### src/hw/rtl/pjpc_pkg.sv
// Shared types and constants for the Poisson-kicked predictor-corrector step.
// Field widths, register map, multiply-accumulate control; no dependencies.
`timescale 1ns / 1ps

package pjpc_pkg;

    // Defaults for the top-level parameters
    localparam int POS_WIDTH_DEF    = 48;
    localparam int FRAC_BITS_DEF    = 32;
    localparam int UNIFORM_BITS_DEF = 32;
    localparam int COUNT_WIDTH_DEF  = 17;

    // Fixed field and register widths
    localparam int U_W   = 32;   // uniform code fields
    localparam int CFG_W = 48;   // Q16.32 registers
    localparam int SPW_W = 13;   // steps_per_wait
    localparam int K_W   = 6;    // exponent of the uniform value, 0..32

    // Logarithm and product widths
    localparam int NL2_W = 38;   // -log2 in Q6.32
    localparam int L_W   = 37;   // -ln in Q5.32
    localparam int AMP_W = 53;   // kick amplitude, Q21.32
    localparam int ACC_W = 85;   // widest product: L * jump_scale

    localparam logic [31:0] LN2_Q32 = 32'd2977044472;

    // Configuration port
    localparam int APB_ADDR_W = 5;
    localparam int APB_DATA_W = 64;

    localparam logic [CFG_W-1:0] TIME_STEP_RST  = 48'd42949673;
    localparam logic [SPW_W-1:0] SPW_RST        = 13'd100;
    localparam logic [CFG_W-1:0] JUMP_SCALE_RST = 48'd4294967296;
    localparam logic [CFG_W-1:0] COMP_RST       = 48'd42949673;

    typedef enum logic [1:0] {
        REG_TIME_STEP  = 2'd0,
        REG_STEPS_WAIT = 2'd1,
        REG_JUMP_SCALE = 2'd2,
        REG_DRIFT_COMP = 2'd3
    } reg_idx_t;

    // Alignment of a partial product in the accumulator
    typedef enum logic [1:0] {
        SH_0  = 2'd0,
        SH_32 = 2'd1,
        SH_64 = 2'd2
    } shift_t;

    // Multiply-accumulate sequences
    typedef enum logic [1:0] {
        PROG_LOG  = 2'd0,   // -log2 to -ln
        PROG_WAIT = 2'd1,   // -ln * steps_per_wait, rounded
        PROG_AMP  = 2'd2    // -ln * jump_scale
    } prog_t;

    typedef struct packed {
        logic   mul_en;     // register a*b and its alignment
        logic   acc_load;   // preset the accumulator
        logic   acc_half;   // preset value is one half (rounding)
        logic   acc_en;     // add the registered product
        shift_t shift;
    } mac_ctrl_t;

endpackage

### src/hw/rtl/pjpc_item_if.sv
// Input channel: valid/ready handshake with the step command payload.
// Depends on pjpc_pkg for default widths.
`timescale 1ns / 1ps

interface pjpc_item_if #(
    parameter int POS_WIDTH = pjpc_pkg::POS_WIDTH_DEF
);
    logic                         valid;
    logic                         ready;
    logic                         cmd;
    logic signed [POS_WIDTH-1:0]  start_position;
    logic [pjpc_pkg::U_W-1:0]     u_wait;
    logic [pjpc_pkg::U_W-1:0]     u_amp;

    modport source (output valid, cmd, start_position, u_wait, u_amp, input ready);
    modport sink   (input valid, cmd, start_position, u_wait, u_amp, output ready);
endinterface

### src/hw/rtl/pjpc_result_if.sv
// Result channel: valid/ready handshake with position, kick flag and countdown.
// Depends on pjpc_pkg for default widths.
`timescale 1ns / 1ps

interface pjpc_result_if #(
    parameter int POS_WIDTH   = pjpc_pkg::POS_WIDTH_DEF,
    parameter int COUNT_WIDTH = pjpc_pkg::COUNT_WIDTH_DEF
);
    logic                         valid;
    logic                         ready;
    logic signed [POS_WIDTH-1:0]  position;
    logic                         kicked;
    logic [COUNT_WIDTH-1:0]       countdown;

    modport source (output valid, position, kicked, countdown, input ready);
    modport sink   (input valid, position, kicked, countdown, output ready);
endinterface

### src/hw/rtl/pjpc_mac.sv
// Shared 32x32 multiplier with registered product and aligned accumulator.
// Depends on pjpc_pkg (mac_ctrl_t, shift_t, ACC_W).
`timescale 1ns / 1ps

module pjpc_mac (
    input  logic                        clk,
    input  pjpc_pkg::mac_ctrl_t         ctrl,
    input  logic [31:0]                 a,
    input  logic [31:0]                 b,
    output logic [63:0]                 prod,
    output logic [pjpc_pkg::ACC_W-1:0]  acc
);

    logic [63:0]                prod_reg;
    pjpc_pkg::shift_t           shift_reg;
    logic [pjpc_pkg::ACC_W-1:0] acc_reg;
    logic [pjpc_pkg::ACC_W-1:0] addend;

    // unregistered product, also used directly by the squaring rounds
    assign prod = 64'(a) * 64'(b);
    assign acc  = acc_reg;

    always_comb
    begin
        case (shift_reg)
            pjpc_pkg::SH_32: addend = pjpc_pkg::ACC_W'(prod_reg) << 32;
            pjpc_pkg::SH_64: addend = pjpc_pkg::ACC_W'(prod_reg) << 64;
            default:         addend = pjpc_pkg::ACC_W'(prod_reg);
        endcase
    end

    always_ff @(posedge clk)
    begin
        if (ctrl.mul_en)
        begin
            prod_reg  <= prod;
            shift_reg <= ctrl.shift;
        end
        if (ctrl.acc_load)
            acc_reg <= ctrl.acc_half ? (pjpc_pkg::ACC_W'(1) << 31) : '0;
        else if (ctrl.acc_en)
            acc_reg <= acc_reg + addend;
    end

endmodule

### src/hw/rtl/poisson_jump_predictor_corrector_step.sv
// A step with kick computes two logarithms. One item in flight; ready only when idle.
// Each logarithm: normalisation, 32 squaring rounds on the shared multiplier, then
//   multiply-accumulate operations (2 for ln, 2 for wait, 4 for amplitude) in ST_MUL then ST_ACC.
// Reset (rst_n, async, active low): position and countdown cleared, registers to defaults,
//   no result pending. No clearing pass.
`timescale 1ns / 1ps

module poisson_jump_predictor_corrector_step #(
    parameter int POS_WIDTH    = pjpc_pkg::POS_WIDTH_DEF,
    parameter int FRAC_BITS    = pjpc_pkg::FRAC_BITS_DEF,
    parameter int UNIFORM_BITS = pjpc_pkg::UNIFORM_BITS_DEF,
    parameter int COUNT_WIDTH  = pjpc_pkg::COUNT_WIDTH_DEF
) (
    input  logic                              clk,
    input  logic                              rst_n,
    pjpc_item_if.sink                         item,
    pjpc_result_if.source                     result,
    input  logic                              psel,
    input  logic                              penable,
    input  logic                              pwrite,
    input  logic [pjpc_pkg::APB_ADDR_W-1:0]   paddr,
    input  logic [pjpc_pkg::APB_DATA_W-1:0]   pwdata,
    output logic [pjpc_pkg::APB_DATA_W-1:0]   prdata,
    output logic                              pready
);

    // ------------------------------------------------------------------
    // Local widths
    // ------------------------------------------------------------------
    // Integer bit for the drift test; beyond the word it is the sign bit.
    localparam int INT_BIT = (FRAC_BITS < POS_WIDTH) ? FRAC_BITS : POS_WIDTH - 1;
    localparam int FMSK_W  = (FRAC_BITS < POS_WIDTH) ? FRAC_BITS : POS_WIDTH;
    // Sum wide enough for position + (amplitude - compensation) without wrap
    localparam int SUM_W   = ((POS_WIDTH > pjpc_pkg::AMP_W + 1) ? POS_WIDTH
                                                                : pjpc_pkg::AMP_W + 1) + 2;
    localparam int SUMH_W  = SUM_W - POS_WIDTH + 1;
    localparam int WAIT_W  = pjpc_pkg::ACC_W - 32;

    localparam logic [pjpc_pkg::U_W-1:0] U_MASK =
        pjpc_pkg::U_W'((33'd1 << UNIFORM_BITS) - 33'd1);
    localparam logic [WAIT_W-1:0] CNT_MAX_W =
        WAIT_W'((64'd1 << COUNT_WIDTH) - 64'd1);
    localparam logic [2:0] NORM_LAST = 3'd4;
    localparam logic [4:0] SQ_LAST   = 5'd31;

    // ------------------------------------------------------------------
    // Sequencer states
    // ------------------------------------------------------------------
    typedef enum logic [12:0] {
        ST_IDLE    = 13'b0000000000001,
        ST_P1      = 13'b0000000000010,   // predictor
        ST_P2      = 13'b0000000000100,   // corrected predictor
        ST_PY      = 13'b0000000001000,   // corrector
        ST_FIN     = 13'b0000000010000,   // kick / compensation
        ST_LN_INIT = 13'b0000000100000,
        ST_NORM    = 13'b0000001000000,
        ST_SQ      = 13'b0000010000000,
        ST_NL2     = 13'b0000100000000,
        ST_MUL     = 13'b0001000000000,
        ST_ACC     = 13'b0010000000000,
        ST_MDONE   = 13'b0100000000000,
        ST_DONE    = 13'b1000000000000
    } state_t;

    // ------------------------------------------------------------------
    // Helpers
    // ------------------------------------------------------------------
    // -1 drift: even integer part with nonzero fraction (sin(pi x) > 0)
    function automatic logic drift_neg(input logic [POS_WIDTH-1:0] x);
        return !x[INT_BIT] && (x[FMSK_W-1:0] != '0);
    endfunction

    // (da + db)/2 * dt for drifts of +-1
    function automatic logic [SUM_W-1:0] half_term(input logic na, input logic nb,
                                                   input logic [SUM_W-1:0] dt);
        if (na != nb)
            return '0;
        return na ? -dt : dt;
    endfunction

    // base + t1 + t2, clamped to the signed position range
    function automatic logic [POS_WIDTH-1:0] sat_sum(input logic [POS_WIDTH-1:0] base,
                                                     input logic [SUM_W-1:0] t1,
                                                     input logic [SUM_W-1:0] t2);
        logic [SUM_W-1:0]  s;
        logic [SUMH_W-1:0] hi;
        s  = {{(SUM_W - POS_WIDTH){base[POS_WIDTH-1]}}, base} + t1 + t2;
        hi = s[SUM_W-1:POS_WIDTH-1];
        if (hi == '0 || hi == '1)
            return s[POS_WIDTH-1:0];
        return s[SUM_W-1] ? {1'b1, {(POS_WIDTH-1){1'b0}}} : {1'b0, {(POS_WIDTH-1){1'b1}}};
    endfunction

    // ------------------------------------------------------------------
    // Registers
    // ------------------------------------------------------------------
    state_t                          state_reg, state_next;
    logic [2:0]                      idx_reg, idx_next;      // normalise step / mac op
    logic [4:0]                      iter_reg, iter_next;    // squaring round
    logic                            ln_amp_reg, ln_amp_next;
    logic                            kick_reg, kick_next;
    pjpc_pkg::prog_t                 prog_reg, prog_next;

    logic [POS_WIDTH-1:0]            pos_reg, pos_next;      // particle position
    logic [COUNT_WIDTH-1:0]          cnt_reg, cnt_next;      // kick countdown

    logic [POS_WIDTH-1:0]            tmp_reg, tmp_next;      // predictor / corrector
    logic [pjpc_pkg::U_W-1:0]        u_wait_reg, u_wait_next;
    logic [pjpc_pkg::U_W-1:0]        u_amp_reg, u_amp_next;
    logic [31:0]                     z_reg, z_next;          // Q1.31 mantissa
    logic [pjpc_pkg::K_W-1:0]        k_reg, k_next;          // exponent
    logic [31:0]                     frac_reg, frac_next;    // log2 fraction bits
    logic [pjpc_pkg::NL2_W-1:0]      nl2_reg, nl2_next;
    logic [pjpc_pkg::L_W-1:0]        l_reg, l_next;
    logic [pjpc_pkg::AMP_W-1:0]      amp_reg, amp_next;

    logic                            res_valid_reg;
    logic [POS_WIDTH-1:0]            res_pos_reg;
    logic                            res_kick_reg;
    logic [COUNT_WIDTH-1:0]          res_cnt_reg;

    logic [pjpc_pkg::CFG_W-1:0]      ts_reg;
    logic [pjpc_pkg::SPW_W-1:0]      spw_reg;
    logic [pjpc_pkg::CFG_W-1:0]      js_reg;
    logic [pjpc_pkg::CFG_W-1:0]      comp_reg;

    // ------------------------------------------------------------------
    // Configuration port
    // ------------------------------------------------------------------
    logic cfg_wr;

    assign pready = 1'b1;
    assign cfg_wr = psel && penable && pwrite;

    always_comb
    begin
        unique case (paddr[4:3])
            pjpc_pkg::REG_TIME_STEP:  prdata = pjpc_pkg::APB_DATA_W'(ts_reg);
            pjpc_pkg::REG_STEPS_WAIT: prdata = pjpc_pkg::APB_DATA_W'(spw_reg);
            pjpc_pkg::REG_JUMP_SCALE: prdata = pjpc_pkg::APB_DATA_W'(js_reg);
            pjpc_pkg::REG_DRIFT_COMP: prdata = pjpc_pkg::APB_DATA_W'(comp_reg);
            default:                  prdata = '0;
        endcase
    end

    always_ff @(posedge clk or negedge rst_n)
    begin
        if (!rst_n)
        begin
            ts_reg   <= pjpc_pkg::TIME_STEP_RST;
            spw_reg  <= pjpc_pkg::SPW_RST;
            js_reg   <= pjpc_pkg::JUMP_SCALE_RST;
            comp_reg <= pjpc_pkg::COMP_RST;
        end
        else if (cfg_wr)
        begin
            unique case (paddr[4:3])
                pjpc_pkg::REG_TIME_STEP:  ts_reg   <= pwdata[pjpc_pkg::CFG_W-1:0];
                pjpc_pkg::REG_STEPS_WAIT: spw_reg  <= pwdata[pjpc_pkg::SPW_W-1:0];
                pjpc_pkg::REG_JUMP_SCALE: js_reg   <= pwdata[pjpc_pkg::CFG_W-1:0];
                pjpc_pkg::REG_DRIFT_COMP: comp_reg <= pwdata[pjpc_pkg::CFG_W-1:0];
                default:                  ;
            endcase
        end
    end

    // ------------------------------------------------------------------
    // Shared multiplier / accumulator
    // ------------------------------------------------------------------
    pjpc_pkg::mac_ctrl_t             mac_ctrl;
    logic [31:0]                     mac_a, mac_b;
    logic [63:0]                     mac_prod;
    logic [pjpc_pkg::ACC_W-1:0]      mac_acc;

    pjpc_mac u_mac (
        .clk  (clk),
        .ctrl (mac_ctrl),
        .a    (mac_a),
        .b    (mac_b),
        .prod (mac_prod),
        .acc  (mac_acc)
    );

    // Operand table of the multiply-accumulate sequences.
    //   LOG : nl2 * ln2        (low word, then high word << 32)
    //   WAIT: L * spw + 1/2    (low word, then high word << 32)
    //   AMP : L * jump_scale   (four partial products)
    logic [31:0]      op_a, op_b;
    pjpc_pkg::shift_t op_sh;
    logic             op_last;

    always_comb
    begin
        op_a    = '0;
        op_b    = '0;
        op_sh   = pjpc_pkg::SH_0;
        op_last = 1'b0;
        unique case (prog_reg)
            pjpc_pkg::PROG_LOG:
            begin
                op_b = pjpc_pkg::LN2_Q32;
                if (idx_reg[0])
                begin
                    op_a    = 32'(nl2_reg[pjpc_pkg::NL2_W-1:32]);
                    op_sh   = pjpc_pkg::SH_32;
                    op_last = 1'b1;
                end
                else
                    op_a = nl2_reg[31:0];
            end
            pjpc_pkg::PROG_WAIT:
            begin
                op_b = 32'(spw_reg);
                if (idx_reg[0])
                begin
                    op_a    = 32'(l_reg[pjpc_pkg::L_W-1:32]);
                    op_sh   = pjpc_pkg::SH_32;
                    op_last = 1'b1;
                end
                else
                    op_a = l_reg[31:0];
            end
            pjpc_pkg::PROG_AMP:
            begin
                op_a = idx_reg[1] ? 32'(l_reg[pjpc_pkg::L_W-1:32]) : l_reg[31:0];
                op_b = idx_reg[0] ? 32'(js_reg[pjpc_pkg::CFG_W-1:32]) : js_reg[31:0];
                if (idx_reg[1:0] == 2'd3)
                begin
                    op_sh   = pjpc_pkg::SH_64;
                    op_last = 1'b1;
                end
                else if (idx_reg[1:0] != 2'd0)
                    op_sh = pjpc_pkg::SH_32;
            end
            default: ;
        endcase
    end

    // ------------------------------------------------------------------
    // Saturating position adder, shared by the three evaluations and the
    // final kick/compensation
    // ------------------------------------------------------------------
    logic [SUM_W-1:0]     dt_w;
    logic                 d0_neg, dtmp_neg;
    logic [POS_WIDTH-1:0] add_base;
    logic [SUM_W-1:0]     add_t1, add_t2;
    logic [POS_WIDTH-1:0] add_sum;

    assign dt_w     = SUM_W'(ts_reg);
    assign d0_neg   = drift_neg(pos_reg);
    assign dtmp_neg = drift_neg(tmp_reg);

    always_comb
    begin
        add_base = pos_reg;
        add_t1   = '0;
        add_t2   = '0;
        unique case (state_reg)
            ST_P1:        add_t1 = half_term(d0_neg, d0_neg, dt_w);
            ST_P2, ST_PY: add_t1 = half_term(d0_neg, dtmp_neg, dt_w);
            ST_FIN:
            begin
                add_base = tmp_reg;
                add_t1   = kick_reg ? SUM_W'(amp_reg) : '0;
                add_t2   = -(SUM_W'(comp_reg));
            end
            default: ;
        endcase
    end

    assign add_sum = sat_sum(add_base, add_t1, add_t2);

    // ------------------------------------------------------------------
    // Sequencer
    // ------------------------------------------------------------------
    logic                      res_load;
    logic [pjpc_pkg::U_W-1:0]  ln_code;
    logic [32:0]               ln_m;
    logic [5:0]                norm_s;
    logic [32:0]               sq_t;
    logic [WAIT_W-1:0]         wait_full;

    assign item.ready = (state_reg == ST_IDLE);
    assign res_load   = (state_reg == ST_DONE) && (!res_valid_reg || result.ready);

    always_comb
    begin
        state_next  = state_reg;
        idx_next    = idx_reg;
        iter_next   = iter_reg;
        ln_amp_next = ln_amp_reg;
        kick_next   = kick_reg;
        prog_next   = prog_reg;
        pos_next    = pos_reg;
        cnt_next    = cnt_reg;
        tmp_next    = tmp_reg;
        u_wait_next = u_wait_reg;
        u_amp_next  = u_amp_reg;
        z_next      = z_reg;
        k_next      = k_reg;
        frac_next   = frac_reg;
        nl2_next    = nl2_reg;
        l_next      = l_reg;
        amp_next    = amp_reg;
        mac_ctrl    = '0;
        mac_a       = op_a;
        mac_b       = op_b;

        ln_code   = ln_amp_reg ? u_amp_reg : u_wait_reg;
        ln_m      = {1'b0, ln_code & U_MASK} + 33'd1;
        norm_s    = 6'd16 >> idx_reg;
        sq_t      = mac_prod[63:31];
        wait_full = mac_acc[pjpc_pkg::ACC_W-1:32];

        unique case (state_reg)
            ST_IDLE:
            begin
                if (item.valid)
                begin
                    kick_next   = item.cmd && (cnt_reg == '0);
                    u_wait_next = item.u_wait;
                    u_amp_next  = item.u_amp;
                    ln_amp_next = 1'b0;
                    if (item.cmd)
                        state_next = ST_P1;
                    else
                    begin
                        pos_next   = item.start_position;
                        state_next = ST_LN_INIT;
                    end
                end
            end
            ST_P1:
            begin
                tmp_next   = add_sum;
                state_next = ST_P2;
            end
            ST_P2:
            begin
                tmp_next   = add_sum;
                state_next = ST_PY;
            end
            ST_PY:
            begin
                tmp_next = add_sum;
                if (kick_reg)
                begin
                    // amplitude first, it is needed by the final sum
                    ln_amp_next = 1'b1;
                    state_next  = ST_LN_INIT;
                end
                else
                    state_next = ST_FIN;
            end
            ST_FIN:
            begin
                pos_next = add_sum;
                if (kick_reg)
                begin
                    ln_amp_next = 1'b0;
                    state_next  = ST_LN_INIT;
                end
                else
                begin
                    cnt_next   = cnt_reg - 1'b1;
                    state_next = ST_DONE;
                end
            end
            ST_LN_INIT:
            begin
                // m = c + 1; the full-scale value 2^32 is already a power of two
                if (ln_m[32])
                begin
                    z_next = 32'h8000_0000;
                    k_next = pjpc_pkg::K_W'(32);
                end
                else
                begin
                    z_next = ln_m[31:0];
                    k_next = pjpc_pkg::K_W'(31);
                end
                frac_next  = '0;
                idx_next   = '0;
                state_next = ST_NORM;
            end
            ST_NORM:
            begin
                // binary search for the leading one: 16, 8, 4, 2, 1
                if ((z_reg >> (6'd32 - norm_s)) == '0)
                begin
                    z_next = z_reg << norm_s;
                    k_next = k_reg - norm_s;
                end
                if (idx_reg == NORM_LAST)
                begin
                    iter_next  = '0;
                    state_next = ST_SQ;
                end
                else
                    idx_next = idx_reg + 3'd1;
            end
            ST_SQ:
            begin
                // one fraction bit of log2 per squaring
                mac_a     = z_reg;
                mac_b     = z_reg;
                frac_next = {frac_reg[30:0], sq_t[32]};
                z_next    = sq_t[32] ? sq_t[32:1] : sq_t[31:0];
                if (iter_reg == SQ_LAST)
                    state_next = ST_NL2;
                else
                    iter_next = iter_reg + 5'd1;
            end
            ST_NL2:
            begin
                nl2_next = {pjpc_pkg::K_W'(UNIFORM_BITS) - k_reg, 32'd0}
                         - pjpc_pkg::NL2_W'(frac_reg);
                prog_next         = pjpc_pkg::PROG_LOG;
                idx_next          = '0;
                mac_ctrl.acc_load = 1'b1;
                state_next        = ST_MUL;
            end
            ST_MUL:
            begin
                mac_ctrl.mul_en = 1'b1;
                mac_ctrl.shift  = op_sh;
                state_next      = ST_ACC;
            end
            ST_ACC:
            begin
                mac_ctrl.acc_en = 1'b1;
                if (op_last)
                    state_next = ST_MDONE;
                else
                begin
                    idx_next   = idx_reg + 3'd1;
                    state_next = ST_MUL;
                end
            end
            ST_MDONE:
            begin
                unique case (prog_reg)
                    pjpc_pkg::PROG_LOG:
                    begin
                        l_next            = mac_acc[pjpc_pkg::L_W+31:32];
                        prog_next         = ln_amp_reg ? pjpc_pkg::PROG_AMP
                                                       : pjpc_pkg::PROG_WAIT;
                        mac_ctrl.acc_load = 1'b1;
                        mac_ctrl.acc_half = !ln_amp_reg;
                        idx_next          = '0;
                        state_next        = ST_MUL;
                    end
                    pjpc_pkg::PROG_AMP:
                    begin
                        amp_next   = mac_acc[pjpc_pkg::ACC_W-1:32];
                        state_next = ST_FIN;
                    end
                    pjpc_pkg::PROG_WAIT:
                    begin
                        cnt_next   = (wait_full > CNT_MAX_W) ? CNT_MAX_W[COUNT_WIDTH-1:0]
                                                            : wait_full[COUNT_WIDTH-1:0];
                        state_next = ST_DONE;
                    end
                    default: state_next = ST_IDLE;
                endcase
            end
            ST_DONE:
            begin
                if (res_load)
                    state_next = ST_IDLE;
            end
            default: state_next = ST_IDLE;
        endcase
    end

    // control and particle state
    always_ff @(posedge clk or negedge rst_n)
    begin
        if (!rst_n)
        begin
            state_reg     <= ST_IDLE;
            idx_reg       <= '0;
            iter_reg      <= '0;
            ln_amp_reg    <= 1'b0;
            kick_reg      <= 1'b0;
            prog_reg      <= pjpc_pkg::PROG_LOG;
            pos_reg       <= '0;
            cnt_reg       <= '0;
            res_valid_reg <= 1'b0;
        end
        else
        begin
            state_reg  <= state_next;
            idx_reg    <= idx_next;
            iter_reg   <= iter_next;
            ln_amp_reg <= ln_amp_next;
            kick_reg   <= kick_next;
            prog_reg   <= prog_next;
            pos_reg    <= pos_next;
            cnt_reg    <= cnt_next;
            if (res_load)
                res_valid_reg <= 1'b1;
            else if (result.ready)
                res_valid_reg <= 1'b0;
        end
    end

    // datapath payload
    always_ff @(posedge clk)
    begin
        tmp_reg    <= tmp_next;
        u_wait_reg <= u_wait_next;
        u_amp_reg  <= u_amp_next;
        z_reg      <= z_next;
        k_reg      <= k_next;
        frac_reg   <= frac_next;
        nl2_reg    <= nl2_next;
        l_reg      <= l_next;
        amp_reg    <= amp_next;
        if (res_load)
        begin
            res_pos_reg  <= pos_reg;
            res_kick_reg <= kick_reg;
            res_cnt_reg  <= cnt_reg;
        end
    end

    assign result.valid     = res_valid_reg;
    assign result.position  = res_pos_reg;
    assign result.kicked    = res_kick_reg;
    assign result.countdown = res_cnt_reg;

    // ------------------------------------------------------------------
    // Assertions
    // ------------------------------------------------------------------
    a_norm_done: assert property (@(posedge clk) disable iff (!rst_n)
        (state_reg == ST_NORM && idx_reg == NORM_LAST) |=> z_reg[31])
        else $error("mantissa not normalised after leading-one search");

    a_sq_range: assert property (@(posedge clk) disable iff (!rst_n)
        (state_reg == ST_SQ) |-> z_reg[31])
        else $error("squaring round left mantissa outside [1,2)");

    a_count_dec: assert property (@(posedge clk) disable iff (!rst_n)
        (state_reg == ST_FIN && !kick_reg) |=> (cnt_reg == $past(cnt_reg) - 1'b1))
        else $error("countdown not decremented on a step without kick");

    a_valid_src: assert property (@(posedge clk) disable iff (!rst_n)
        $rose(res_valid_reg) |-> ($past(state_reg) == ST_DONE))
        else $error("result raised outside completion");

endmodule
### src/flat_wrapper.sv
// flat-port wrapper written by rule: the top's interface ports become plain ports
module poisson_jump_predictor_corrector_step_flat 
#(
    parameter int POS_WIDTH    = pjpc_pkg::POS_WIDTH_DEF,
    parameter int FRAC_BITS    = pjpc_pkg::FRAC_BITS_DEF,
    parameter int UNIFORM_BITS = pjpc_pkg::UNIFORM_BITS_DEF,
    parameter int COUNT_WIDTH  = pjpc_pkg::COUNT_WIDTH_DEF
)
  (clk, rst_n, psel, penable, pwrite, paddr, pwdata, prdata, pready, item_valid, item_cmd, item_start_position, item_u_wait, item_u_amp, item_ready, result_valid, result_position, result_kicked, result_countdown, result_ready);
  pjpc_item_if #(.POS_WIDTH(POS_WIDTH)) item_i ();
  pjpc_result_if #(.POS_WIDTH(POS_WIDTH), .COUNT_WIDTH(COUNT_WIDTH)) result_i ();
  input  logic clk;
  input  logic rst_n;
  input  logic psel;
  input  logic penable;
  input  logic pwrite;
  input  logic [pjpc_pkg::APB_ADDR_W-1:0] paddr;
  input  logic [pjpc_pkg::APB_DATA_W-1:0] pwdata;
  output logic [pjpc_pkg::APB_DATA_W-1:0] prdata;
  output logic pready;
  input wire logic [$bits(item_i.valid)-1:0] item_valid;
  input wire logic [$bits(item_i.cmd)-1:0] item_cmd;
  input wire logic [$bits(item_i.start_position)-1:0] item_start_position;
  input wire logic [$bits(item_i.u_wait)-1:0] item_u_wait;
  input wire logic [$bits(item_i.u_amp)-1:0] item_u_amp;
  output wire logic [$bits(item_i.ready)-1:0] item_ready;
  output wire logic [$bits(result_i.valid)-1:0] result_valid;
  output wire logic [$bits(result_i.position)-1:0] result_position;
  output wire logic [$bits(result_i.kicked)-1:0] result_kicked;
  output wire logic [$bits(result_i.countdown)-1:0] result_countdown;
  input wire logic [$bits(result_i.ready)-1:0] result_ready;
  assign item_i.valid = item_valid;
  assign item_i.cmd = item_cmd;
  assign item_i.start_position = item_start_position;
  assign item_i.u_wait = item_u_wait;
  assign item_i.u_amp = item_u_amp;
  assign item_ready = item_i.ready;
  assign result_valid = result_i.valid;
  assign result_position = result_i.position;
  assign result_kicked = result_i.kicked;
  assign result_countdown = result_i.countdown;
  assign result_i.ready = result_ready;
  poisson_jump_predictor_corrector_step #(.POS_WIDTH(POS_WIDTH), .FRAC_BITS(FRAC_BITS), .UNIFORM_BITS(UNIFORM_BITS), .COUNT_WIDTH(COUNT_WIDTH)) u_core (.clk(clk), .rst_n(rst_n), .item(item_i), .result(result_i), .psel(psel), .penable(penable), .pwrite(pwrite), .paddr(paddr), .pwdata(pwdata), .prdata(prdata), .pready(pready));
endmodule
### config.mk
export PLATFORM = sky130hd
export DESIGN_NAME = poisson_jump_predictor_corrector_step_flat
export DESIGN_NICKNAME = d
export VERILOG_FILES = /design/src/hw/rtl/pjpc_pkg.sv /design/src/hw/rtl/pjpc_item_if.sv /design/src/hw/rtl/pjpc_result_if.sv /design/src/hw/rtl/pjpc_mac.sv /design/src/hw/rtl/poisson_jump_predictor_corrector_step.sv /design/src/flat_wrapper.sv
export SDC_FILE = /design/constraint.sdc
export NUM_CORES = 2
export LEC_CHECK = 0
export BUFFER_PORTS_ARGS = -buffer_cell sky130_fd_sc_hd__clkbuf_2
export CAP_MARGIN = 20
export CORE_MARGIN = 2
export CORE_UTILIZATION = 55
export CTS_CLUSTER_DIAMETER = 40
export DETAILED_ROUTE_END_ITERATION = 7
export GPL_TIMING_DRIVEN = 0
export HOLD_SLACK_MARGIN = 0.05
export PLACE_DENSITY = 0.72
export SYNTH_ARGS = -nofsm -noshare
export SYNTH_HDL_FRONTEND = slang
export SYNTH_SLANG_ARGS = --single-unit
export TNS_END_PERCENT = 1
### constraint.sdc
create_clock -name clk -period 11.95 [get_ports clk]
set_clock_uncertainty 0.2 [all_clocks]
set_input_delay 0 -clock clk [delete_from_list [all_inputs] [get_ports clk]]
set_output_delay 0 -clock clk [all_outputs]
set_load 0.02 [all_outputs]
==> out/metrics.yaml <==
clocking:
  clkSinkCount: 775
  cts-htree-levels: 3
  root_buffer: "clkbuf_16"
  cts_tree: "done"
  clkTransAtPathRegs_ns: 0.07
  worst_skew_pair.late_latency_ns: 0.73
  numCtsBuffers: 102
  clockBufferDepth: 3
layout:
  seqCellArea_um2: 22100
  multi_input_area_um2: 53400
  fillCellCount: 11910
  area_delta_synth_final_pct: 16.3
  layout-drive-gt1-share_pct: 12.2
  fin_area_um2: 94000
  largest_reg_flops: 85
  fin_nets: 10882
grt:
  use_met1_pct: 61.6
  use_met3_pct: 18.5
  grtUsageMet2_pct: 64.6
  grt_pass1_vias: 71807
  grt_pass1_wl_mm: 501
  track_usage_pct: 46.3
  grt-ovfl-total: 0
  grt_start_max_net_pins: 110
  grt_busiest_layer: "met2"
  antenna_found_initial: 36
timing:
  tns_ns: 0
  hold_ws_ns: 0.0911
  min_period_ns: 11.94
  hold_viol_final: 0
  finalSetupViolCount: 0
  period_share_pct: 99.9
  tightest_slew_ns: 1.31
  fmax_mhz: 83.7
  setup_slack_ns: 0.00917
  relSlewSlack_pct: 12.1
  slew_viol_final: 0
logic_synthesis:
  synth_top_family_by_area: "adder cells"
  yosysTopAreaCell: "fa_1"
  synthAdderAreaFrac_pct: 30.1
  ys_async_sr_fraction_pct: 32.0
  ys_seq_area_share_pct: 27.3
  syn_area_per_cell_um2: 9.53
  yosysTopAreaCellShare_pct: 23.6
  synth_edf_count: 527
  synthCells: 8489
  synth_seq_cells: 775
  yosysUniqueCellTypes: 98
  synth_area_leaders: "fa_1, edfxtp_1, dfrtp_1"
  yosys.area_share.simple_pct: 14.0
  ys_warn_count: 0
  synthMuxAreaShare_pct: 5.38
  netlist_area_um2: 80900
  synth-xor-area-share_pct: 3.60
  ys.flop_type: "edfxtp_1"
  synth_compound_area_share_pct: 12.1
worst_setup_path:
  timing.rr.end: "u_core.z_reg[31]"
  max_stage_delay_ns: 0.87
  worst_ep_required_time_ns: 12.19
  slowest_stage: "clkbuf_1"
  crit_path_end_kind: "flop"
  rrSetupSlack_ns: 0.009
  crit_top_cell: "fa_1"
  critPathLaunchType: "flop"
  arrival_ns: 12.18
  r2r_cells: 31
  r2r_start: "u_core.prog_reg[0]"
  cp_max_fo: 11
  path_class: "reg2reg"
floorplan:
  core_um2: 146000
  fp.dieW_um: 387
  die_y_um: 387
  dieArea_um2: 150000
  boundaryPins: 322
  fp-row-count: 140
  initial_core_util_pct: 55.5
route:
  wl_mm: 350
  drtIter0Drc: 9378
  via_per_inst: 6.38
  firstDrtPassIters: 7
  vias: 72509
  drcViolationCount: 0
  avgRoutedWirePerCell_um: 30.8
  antenna_left: 0
hold_path:
  min_path_type: "in2reg"
  min_path_cells: 3
  min_from: "pwdata[28]"
  whs_endpoint: "u_core.comp_reg[28]"
flow_run:
  cap_violations: 0
place:
  place_ws_ns: -3.12
  gp_congestion: 1.10
  hpwlAfterDp_mm: 280
  place_area_um2: 85800
  io_buffer_count: 283
status:
  status: "completed"
per-stage QoR:
step	utilization [%]	instances
2_1_floorplan	-	8504
3_3_place_gp	58.1	10704
3_5_place_dp	58.9	10770
4_1_cts	64.2	11305
5_1_grt	64.5	11339
6_report	64.5	11359
Yosys cell counts (20+ instances only):
library cell,count
a22oi_1,113
edfxtp_1,527
o211ai_1,30
o31ai_1,27
inv_1,1101
xor2_1,134
o21a_1,37
buf_1,34
o21ai_0,337
o221ai_1,24
mux2_2,192
or3_1,61
nor2b_1,40
nand3_1,94
or4_1,23
mux2i_1,188
a21oi_1,334
nor2_1,962
or2_2,20
a22o_1,158
dfrtp_1,217
dfstp_2,31
nand4_1,64
a31oi_1,32
and3_1,37
a21boi_0,21
clkbuf_1,409
o21bai_1,38
fa_1,954
xnor2_1,197
a211oi_1,35
ha_1,422
buf_4,21
a21o_1,127
nor4_1,65
nand2_1,863
o22ai_1,37
and2_1,85
nor3_1,95
nand2b_1,64
what timing repair did:
item,in CTS,in global routing
setup endpoints to repair,74,50
buffers inserted,22,17
resized for setup,228,115
hold buffers,330,0
gates cloned,0,1
pin swaps,13,8
endpoints found under the hold margin,545,0
area by class of cell:
cell class | count | share of cell area [%]
Antenna cell | 35 | 0.0931
Buffer | 454 | 2.22
Clock buffer | 117 | 2.87
Clock inverter | 77 | 1.11
Inverter | 1106 | 4.42
Multi-Input combinational cell | 6153 | 56.8
Sequential cell | 775 | 23.5
Tap cell | 1917 | 2.55
Timing Repair Buffer | 725 | 6.42
layout by cell type, fill, tap and decap left out, types with 189 or more instances in the layout:
master         synthesis  routed
inv_1               1101    1099
nor2_1               962     957
fa_1                 954     954
nand2_1              863     857
edfxtp_1             527     527
ha_1                 422     420
clkbuf_2               1     365
o21ai_0              337     331
dlygate4sd3_1          0     329
a21oi_1              334     327
clkbuf_1             409     267
dfrtp_1              217     217
mux2_2               192     192
xnor2_1              197     189
worst max path at each step:
stage | startpoint | to | cells after the start
after floorplan | u_core.state_reg[2] | u_core.z_reg[31] | 36
after global placement | u_core.state_reg[2] | u_core.z_reg[26] | 32
after detailed placement | u_core.state_reg[2] | u_core.z_reg[21] | 37
after CTS | u_core.state_reg[2] | u_core.z_reg[14] | 37
after global routing | u_core.state_reg[2] | u_core.z_reg[7] | 36
final | u_core.prog_reg[0] | u_core.z_reg[31] | 31
metal layers:
| metal | up-vias | routed length, um |
|---|---|---|
| met4 | 28 | 23300 |
| met5 | - | 483 |
| met1 | 35850 | 131000 |
| li1 | 30166 | - |
| met3 | 1106 | 54000 |
| met2 | 5359 | 141000 |
worst max-delay path: cells and delay by family, from the launching register on:
family / cells / cell delay [ns]
AND/OR/NAND/NOR: 4 / 0.83
buffers and inverters: 5 / 1.85
XOR/XNOR: 1 / 0.20
AO/OA/AOI/OAI: 12 / 3.37
adder cells (fa/ha/maj): 9 / 4.55
flip-flops: 1 / 0.66
cells by family after synthesis:
kind of cell,count (synthesis)
buffers and inverters,1577
adder cells (fa/ha/maj),1376
other,2
multiplexers,394
XOR/XNOR,332
flip-flops,775
AO/OA/AOI/OAI,1486
AND/OR/NAND/NOR,2547
Power is left out: the tool's default activity adds up to more than one toggle a clock period on the data nets, which glitch-free logic cannot reach.
